**config.mk**
```make
export PLATFORM = sky130hd
export DESIGN_NAME = float32_square_root_core
export DESIGN_NICKNAME = d
export VERILOG_FILES = /design/src/hdl/fsqrt_pkg.sv /design/src/hdl/float32_square_root_core.sv
export SDC_FILE = /design/constraint.sdc
export NUM_CORES = 2
export LEC_CHECK = 0
export BUFFER_PORTS_ARGS = -buffer_cell sky130_fd_sc_hd__buf_2
export CAP_MARGIN = 20
export CORE_MARGIN = 8
export CORE_UTILIZATION = 45
export DETAILED_ROUTE_END_ITERATION = 8
export SLEW_MARGIN = 15
export SYNTH_ARGS = -nofsm -noshare
export SYNTH_HDL_FRONTEND = slang
export SYNTH_SLANG_ARGS = --single-unit
```
**constraint.sdc**
```tcl
create_clock -name clk -period 9.5 [get_ports clk]
set_input_delay 1.425 -clock clk [delete_from_list [all_inputs] [get_ports clk]]
set_output_delay 1.425 -clock clk [all_outputs]
set_load 0.02 [all_outputs]
```
**src/hdl/fsqrt_pkg.sv**
```systemverilog
// ----------------------------------------------------------------------------
// fsqrt_pkg
// Shared constants and types of the single-precision square root pipeline.
// ----------------------------------------------------------------------------
package fsqrt_pkg;

	localparam logic [31:0] CANON_NAN = 32'h7FFF_FFFF;
	localparam logic [31:0] POS_INF   = 32'h7F80_0000;

	// radicand width and root width of the digit recurrence
	localparam int RAD_W  = 50;
	localparam int ROOT_W = 25;
	localparam int REM_W  = 27;

	// root bits produced per pipeline stage
	localparam int BITS_PER_STAGE = 2;
	localparam int NUM_STAGES     = 13;

	// register addresses
	localparam logic [1:0] ADDR_FLUSH = 2'd0;

	// item classification decided at the front of the pipe
	typedef struct packed {
		logic        special;
		logic [31:0] special_bits;
		logic [7:0]  biased_exp;
	} class_t;

endpackage

```
**src/hdl/float32_square_root_core.sv**
```systemverilog
// ----------------------------------------------------------------------------
// float32_square_root_core
// Pipelined IEEE-754 binary32 square root, round to nearest even.
// ----------------------------------------------------------------------------
// Usage:
// Requests enter on operand_valid/operand_ready with operand_bits; results
// leave on root_valid/root_ready with root_bits, one result per request, in
// order. A new request is accepted every cycle while the output drains.
// There is one normalize stage, 13 stages of the digit
// recurrence (two root bits each, 26 bits), and one rounding stage that is
// also the output register. Throughput is one request per cycle while the
// output is not stalled; the recurrence stage depth sets the clock.
// The flush_subnormals register sits at byte address 0 of the APB port;
// the user writes it only while the pipe is empty; the block does not enforce it.
// When the receiver stalls, full stages hold; operand_ready drops only
// while the output register is full and not taken, and empty stages are
// filled even then.
// Reset clears all valid bits and the flush register; payload is not reset.
// ----------------------------------------------------------------------------
module float32_square_root_core (
	input  logic        clk,
	input  logic        arst_n,
	input  logic        psel,
	input  logic        penable,
	input  logic        pwrite,
	input  logic [1:0]  paddr,
	input  logic [31:0] pwdata,
	output logic [31:0] prdata,
	output logic        pready,
	input  logic        operand_valid,
	output logic        operand_ready,
	input  logic [31:0] operand_bits,
	output logic        root_valid,
	input  logic        root_ready,
	output logic [31:0] root_bits
);

	localparam int NumStages = fsqrt_pkg::NUM_STAGES;
	localparam int RW = fsqrt_pkg::REM_W;
	localparam int QW = fsqrt_pkg::ROOT_W;
	localparam int DW = fsqrt_pkg::RAD_W;

	logic flush_q;

	// configuration register
	assign pready = 1'b1;
	always_ff @(posedge clk or negedge arst_n) begin
		if (!arst_n) begin
			flush_q <= 1'b0;
		end else if (psel && penable && pwrite && paddr == fsqrt_pkg::ADDR_FLUSH) begin
			flush_q <= pwdata[0];
		end
	end
	assign prdata = (paddr == fsqrt_pkg::ADDR_FLUSH) ? {31'd0, flush_q} : 32'd0;

	// pipeline enables: a stage advances when its successor is free
	logic                 v_s1;
	logic                 v_st [NumStages];
	logic                 v_out;
	logic                 adv_out;
	logic [NumStages-1:0] adv_st;
	logic                 adv_s1;

	assign adv_out = !v_out || root_ready;
	always_comb begin
		adv_st[NumStages-1] = adv_out || !v_st[NumStages-1];
		for (int i = NumStages - 2; i >= 0; i--) begin
			adv_st[i] = adv_st[i+1] || !v_st[i];
		end
	end
	assign adv_s1        = adv_st[0] || !v_s1;
	assign operand_ready = adv_s1;

	// stage 1: classify, normalize, make exponent even
	fsqrt_pkg::class_t cls_c, cls_s1;
	logic [DW-1:0]     rad_c, rad_s1;
	logic [4:0]        lz;
	logic [23:0]       mant;
	logic signed [9:0] e_c;
	logic signed [9:0] half_c;

	always_comb begin
		logic        sgn;
		logic [7:0]  ex;
		logic [22:0] fr;
		sgn = operand_bits[31];
		ex  = operand_bits[30:23];
		fr  = operand_bits[22:0];
		cls_c = '0;
		lz = 5'd0;
		for (int b = 22; b >= 0; b--) begin
			if (fr[b] && lz == 5'd0 && !(|(fr >> (b + 1)))) begin
				lz = 5'(23 - b);
			end
		end
		if (ex == 8'd0) begin
			mant = {1'b0, fr} << lz;
			e_c  = -10'sd126 - $signed({5'd0, lz});
		end else begin
			mant = {1'b1, fr};
			e_c  = $signed({2'b00, ex}) - 10'sd127;
		end
		if (e_c[0]) begin
			rad_c  = {25'd0, mant, 1'b0} << 23;
			half_c = (e_c - 10'sd1) >>> 1;
		end else begin
			rad_c  = {26'd0, mant} << 23;
			half_c = e_c >>> 1;
		end
		cls_c.biased_exp = 8'(half_c + 10'sd127);
		if (ex == 8'hFF) begin
			cls_c.special      = 1'b1;
			cls_c.special_bits = (fr != 0 || sgn) ? fsqrt_pkg::CANON_NAN : fsqrt_pkg::POS_INF;
		end else if (ex == 8'd0 && fr == 23'd0) begin
			cls_c.special      = 1'b1;
			cls_c.special_bits = operand_bits;
		end else if (ex == 8'd0 && flush_q) begin
			cls_c.special      = 1'b1;
			cls_c.special_bits = {sgn, 31'd0};
		end else if (sgn) begin
			cls_c.special      = 1'b1;
			cls_c.special_bits = fsqrt_pkg::CANON_NAN;
		end
	end

	always_ff @(posedge clk or negedge arst_n) begin
		if (!arst_n) begin
			v_s1 <= 1'b0;
		end else if (adv_s1) begin
			v_s1 <= operand_valid;
		end
	end
	always_ff @(posedge clk) begin
		if (adv_s1 && operand_valid) begin
			cls_s1 <= cls_c;
			rad_s1 <= rad_c;
		end
	end

	// recurrence stages: two restoring root-digit steps each
	fsqrt_pkg::class_t cls_st [NumStages];
	logic [DW-1:0]     rad_st [NumStages];
	logic [RW-1:0]     rem_st [NumStages];
	logic [QW-1:0]     q_st   [NumStages];

	for (genvar g = 0; g < NumStages; g++) begin : g_stage
		logic              vin;
		fsqrt_pkg::class_t cin;
		logic [DW-1:0]     din;
		logic [RW-1:0]     rin;
		logic [QW-1:0]     qin;
		logic [DW-1:0]     dnx;
		logic [RW-1:0]     rnx;
		logic [QW-1:0]     qnx;

		if (g == 0) begin : g_first
			assign vin = v_s1;
			assign cin = cls_s1;
			assign din = rad_s1;
			assign rin = '0;
			assign qin = '0;
		end else begin : g_rest
			assign vin = v_st[g-1];
			assign cin = cls_st[g-1];
			assign din = rad_st[g-1];
			assign rin = rem_st[g-1];
			assign qin = q_st[g-1];
		end

		// two steps: bring down two radicand bits, trial subtract 4q+1
		always_comb begin
			logic [RW-1:0] r;
			logic [RW-1:0] t;
			r   = rin;
			qnx = qin;
			dnx = din;
			for (int k = 0; k < fsqrt_pkg::BITS_PER_STAGE; k++) begin
				r   = {r[RW-3:0], dnx[DW-1 -: 2]};
				dnx = dnx << 2;
				t   = {qnx[RW-3:0], 2'b01};
				if (r >= t) begin
					r   = r - t;
					qnx = {qnx[QW-2:0], 1'b1};
				end else begin
					qnx = {qnx[QW-2:0], 1'b0};
				end
			end
			rnx = r;
		end

		always_ff @(posedge clk or negedge arst_n) begin
			if (!arst_n) begin
				v_st[g] <= 1'b0;
			end else if (adv_st[g]) begin
				v_st[g] <= vin;
			end
		end
		always_ff @(posedge clk) begin
			if (adv_st[g] && vin) begin
				cls_st[g] <= cin;
				rad_st[g] <= dnx;
				rem_st[g] <= rnx;
				q_st[g]   <= qnx;
			end
		end
	end

	// final stage: round (the top root bit is always zero; keep 24 plus the half bit)
	logic [31:0] res_c, res_q;
	always_comb begin
		logic [QW-1:0] q;
		logic [24:0]   r;
		q = q_st[NumStages-1];
		// q holds floor(sqrt(rad*4)); q[0] is the half bit, and a tie cannot occur
		r = {1'b0, q[QW-1:1]} + {24'd0, q[0]};
		if (cls_st[NumStages-1].special) begin
			res_c = cls_st[NumStages-1].special_bits;
		end else begin
			res_c = ({1'b0, cls_st[NumStages-1].biased_exp, 23'd0})
				+ {7'd0, r} - 32'h0080_0000;
		end
	end

	always_ff @(posedge clk or negedge arst_n) begin
		if (!arst_n) begin
			v_out <= 1'b0;
		end else if (adv_out) begin
			v_out <= v_st[NumStages-1];
		end
	end
	always_ff @(posedge clk) begin
		if (adv_out && v_st[NumStages-1]) begin
			res_q <= res_c;
		end
	end

	assign root_valid = v_out;
	assign root_bits  = res_q;

`ifndef SYNTHESIS
	// a held result must not change while stalled
	assert property (@(posedge clk) disable iff (!arst_n)
		root_valid && !root_ready |=> root_valid && $stable(root_bits))
		else $error("result changed while stalled");
	// the input is refused only while the output is blocked
	assert property (@(posedge clk) disable iff (!arst_n)
		!operand_ready |-> root_valid && !root_ready)
		else $error("input refused without output stall");
	// the flush register follows a completed write
	assert property (@(posedge clk) disable iff (!arst_n)
		psel && penable && pwrite && paddr == fsqrt_pkg::ADDR_FLUSH |=> flush_q == $past(pwdata[0]))
		else $error("flush register write lost");
`endif

endmodule

```
## Word-level counts from Yosys, hierarchy flattened

Memories as Yosys holds them, arrays and structs flattened.
Index checks and enable logic that the tools add are counted.

| cells by class | value |
|---|---|
| $add $sub $neg | 33 |
| $mul | 0 |
| divide/modulo/power cells | 0 |
| order comparisons | 26 |
| eq/ne operators | 1 |
| shift-type cells | 1 |
| multiplexer cells | 112 |
| bitwise gates (word level) | 0 |
| reductions and logical operators | 165 |

Operator list:

| kind | count |
|---|---|
| >= comparator 27 bit | 24 |
| 2-to-1 mux 27 bit | 13 |
| 2-to-1 mux 25 bit | 13 |
| subtractor 27 bit | 12 |
| subtractor 25 bit | 12 |
| 2-to-1 mux 32 bit | 4 |
| zero test 5 bit | 22 |
| logical AND 1 bit | 64 |
| 2-to-1 mux 1 bit | 54 |
| 2-to-1 mux 47 bit | 1 |
| 2-to-1 mux 5 bit | 8 |
| zero test 1 bit | 37 |
| 2-to-1 mux 33 bit | 1 |
| adder 31 x 25 -> 32 bit | 1 |
| 2-to-1 mux 4 bit | 8 |
| subtractor 32 x 24 -> 32 bit, second input constant | 1 |
| >= comparator 27 x 3 -> 1 bit | 1 |
| subtractor 27 x 3 -> 27 bit | 1 |
| adder 24 x 1 -> 25 bit | 1 |
| 2-to-1 mux 24 bit | 1 |
| << shifter 23 x 5 -> 24 bit | 1 |
| zero test 23 bit | 1 |
| 2-to-1 mux 23 bit | 1 |
| nonzero test 23 bit | 1 |
| 35 further kinds | 55 |

| word-level totals | value |
|---|---|
| bits in registers | 139 |
| latch bits | 0 |
| bits in writable memories | 1807 |
| bits in read-only memories | 0 |
| bits of input ports | 73 |
| output and inout port bits | 67 |
| memories kept | 4 |

Memory list:

| memory | depth | width | rd ports | clocked after Yosys merged registers in | write ports | line | text |
|---|---|---|---|---|---|---|---|
| rad_st | 13 | 46 | 12 | 0 | 13 | float32_square_root_core.sv:142 | `logic [DW-1:0] rad_st [NumStages];` |
| cls_st | 13 | 41 | 13 | 0 | 13 | float32_square_root_core.sv:141 | `fsqrt_pkg::class_t cls_st [NumStages];` |
| rem_st | 13 | 27 | 12 | 0 | 13 | float32_square_root_core.sv:143 | `logic [RW-1:0] rem_st [NumStages];` |
| q_st | 13 | 25 | 13 | 0 | 13 | float32_square_root_core.sv:144 | `logic [QW-1:0] q_st [NumStages];` |

## Logic depth before layout (Yosys ltp)

| depth | value |
|---|---|
| depth in word-level cells | 94 |
| depth in mapped cells | 27 |

## Worst setup path after synthesis

Ideal clock, no wire load.

| path | value |
|---|---|
| kind | input-to-reg |
| start point | input root_ready |
| end point | memory cls_st[0][205] (netlist name), enable pin |
| library setup time | 0.641 ns |
| data arrival time | 7.872 ns |
| setup slack | 0.988 ns |
| stages on the path | 6 |
| cell sequence | nor2b_1 > nand3_1 > nor2_1 > and3_1 > and3_1 > a21boi_0 |

RTL lines:

| item | line | text |
|---|---|---|
| start, declared | float32_square_root_core.sv:34 | `input logic root_ready,` |
| end, declared | float32_square_root_core.sv:141 |  |

==> qor.csv <==
metric;value;unit
track_usage;16.06;%
drtPass1Iterations;5;
holdWs;0.4024;ns
clock.fmax;123.8;MHz
drt_iter0_drc;1885;
ys_seq_elements;1167;
dpl.hpwl;90900;um
cts_max_level;3;
synth_area;0.06117;sq mm
die_x;384.7;um
setup_viol;0;
clk_path_buf_depth;3;
cts_root_buf;clkbuf_16;
synth-main-ff-cell;edfxtp_1;
start_util;45.27;%
critPathMostFrequentCell;o21ai_0;
worstPathArrival;8.52;ns
rsz0062_at_grt;no;
grt_max_degree;85;
cts.sinks;1167;
multi_input_area;0.02458;sq mm
areaGrowthSynthToFinish;10.89;%
layout_commonest_cell;edfxtp_1;
vias;38180;
wire_per_inst;17.01;um
startpoint_type;register;
drv_cap;0;
p_per_area;276.9;mW/mm^2
worstMarginPinSlew;1.052;ns
n_antenna_cell;0;
crit_slowest_cell;or3_1;
grt_pass1_vias;37810;
synth_edf_count;1151;
post_cts_buffers;0;
clock_skew;0.06738;ns
synthCells;5127;
rows;135;
worstPathCellList;inv_1 -> ha_1 -> a211oi_1 -> o21ai_0 -> a41oi_1 -> o21ai_0 -> o21ai_0 -> a21oi_1 -> a211oi_1 -> nand2_1 -> buf_4 -> mux2_2 -> ha_1 -> nor2_1 -> or4b_2 -> o221a_2 -> a41o_1 -> nand4_1 -> a21boi_0 -> o21a_1 -> or2_2 -> or3_1 -> mux2_2;
fin_crit_sh;85.00;%
final-hold-violation-count;0;
antenna_found_initial;2;
cp_slowest_stage_delay;0.74;ns
total_power;18780;uW
grt_pass1_wl;196100;um
maxSlewViolCount;0;
nNetsFinal;5674;
final_cell_mix;edfxtp_1 (1151), nor2_1 (415), nand2_1 (344);
cts_buffers;119;
ys_warn_count;0;
period_needed;8.075;ns
num_io_pins;140;
worstPathMaxFanout;23;
fill_cells;11860;
port_buffers;76;
ant_nets;0;
cts_tree;yes;
status;finished, final reports clean;
ir_worst_vdd;0.1829;mV
crit_required;9.94;ns
ys_types;96;
seq_area_frac_synth;57.16;%
via_per_inst;5.345;
dieArea;0.1480;sq mm
setup-tns-final;0;ns
drive_above_1_share;10.13;%
max_slew_margin;29.87;%
sequential_cell_area;0.03496;sq mm
endpoint_kind;register;
clock_latency;0.73;ns
place_congestion;0.8864;
path_class;reg -> reg;
avgSynthCellArea;11.93;sq um
cts.clk_slew.worst_paths;0.06;ns
drcViolationCount;0;
grt_overflow;0;
leakagePower;0.02568;uW
hp-class;reg -> reg;
coreArea;0.1351;sq mm
dieHeight;384.7;um
hold_buffers;0;
async_flop_share;1.371;%
cts.repair.resized;0;
finalWirelength;121500;um
[cell usage after synthesis (29+ instances only)]
master	n	area share (%)
edfxtp_1	1151	57
nor2_1	415	2.5
nand2_1	344	2.1
ha_1	335	6.9
inv_1	307	1.9
a21oi_1	301	2.5
xnor2_1	247	3.5
o21ai_0	243	2.0
xor2_1	151	2.2
mux2_2	126	2.3
nor3_1	126	1.0
nand3_1	110	0.90
clkbuf_1	89	0.55
a21o_1	85	1.0
mux2i_1	82	1.3
o21a_1	74	0.91
nand2b_1	67	0.69
nor2b_1	58	0.59
nor4_1	52	0.53
and3_1	51	0.52
nand4_1	48	0.49
or2_2	41	0.42
a211oi_1	40	0.49
and2_1	39	0.40
or3_1	39	0.40
buf_4	33	0.40
o21bai_1	30	0.37
a31oi_1	29	0.30
[state kept, by name (all words and copies together), names as in the netlist]
register,count
g_stage.din,25
v_st,1
rad_st,78
g_stage.vin,13
root_valid,1
flush_q,1
q_st,169
cls_s1,41
rem_st,273
root_bits,32
cls_st,533
[cell type report]
class	instances	share of cell area, %
sequential	1167	51.54
multi-input combinational	3532	36.24
clock buffer	136	4.484
tap	1781	3.285
inverter	316	1.749
clock inverter	89	1.603
timing repair buffer	122	1.099
[metal layers]
layer	GRT usage [%]	up-vias	routed length, um
li1	-	19300	-
met1	19.70	18070	52510
met2	29.14	581	61580
met3	2.307	234	3674
met4	5.056	0	3734
met5	0	-	0
[stage by stage]
stage               worst slack (ns)  util, %  instances  instance area, sq um
detailed placement             1.507    47.12       6916                 63670
floorplan                     0.9877        -       5158                 61290
CTS                            1.480    50.17       7141                 67800
global route                  0.8595    50.20       7143                 67830
global placement               1.621    47.11       6915                 63660
finish                         1.425    50.20       7143                 67830
[worst max-delay path: cells and delay by family, from the launching register on]
kind	cells	cell delay, ns
buffers and inverters	2	0.52
AOI/OAI and AO/OA	11	3.16
DFF	1	0.44
and+or+nand+nor	6	2.46
muxes	2	0.75
adders and majority gates	2	0.48
[power by group]
part | switching (uW) | internal [uW] | leakage (uW) | total [uW]
Combinational | 3670 | 2850 | 0.0126 | 6520
Clock | 1990 | 2790 | 0.00197 | 4790
Sequential | 487 | 6990 | 0.0111 | 7480
[final timing paths]
check | cells past startpoint | to | start | slack [ns]
worst max-delay path | 23 | rem_st[2][95] | q_st[1][51] | 1.42
worst min-delay path | 0 | cls_st[0][101] | cls_st[0][60] | 0.40
worst max register to register | 23 | rem_st[2][95] | q_st[1][51] | 1.42
worst min register to register | 0 | cls_st[0][101] | cls_st[0][60] | 0.40
max in group asynchronous | 1 | g_stage[9].vin | arst_n | 8.58
min in group asynchronous | 1 | flush_q | arst_n | 0.62
[logic make-up after synthesis]
kind of cell,count (synthesis),share of synthesized area [%]
AOI/OAI and AO/OA,1056,11.15
xor gates and xnor gates,398,5.699
adders and majority gates,343,7.114
buffers and inverters,459,3.064
DFF,1167,57.16
muxes,209,3.698
other,2,0.01228
and+or+nand+nor,1493,12.11
Note: power is estimated with default switching activity, not from simulation.
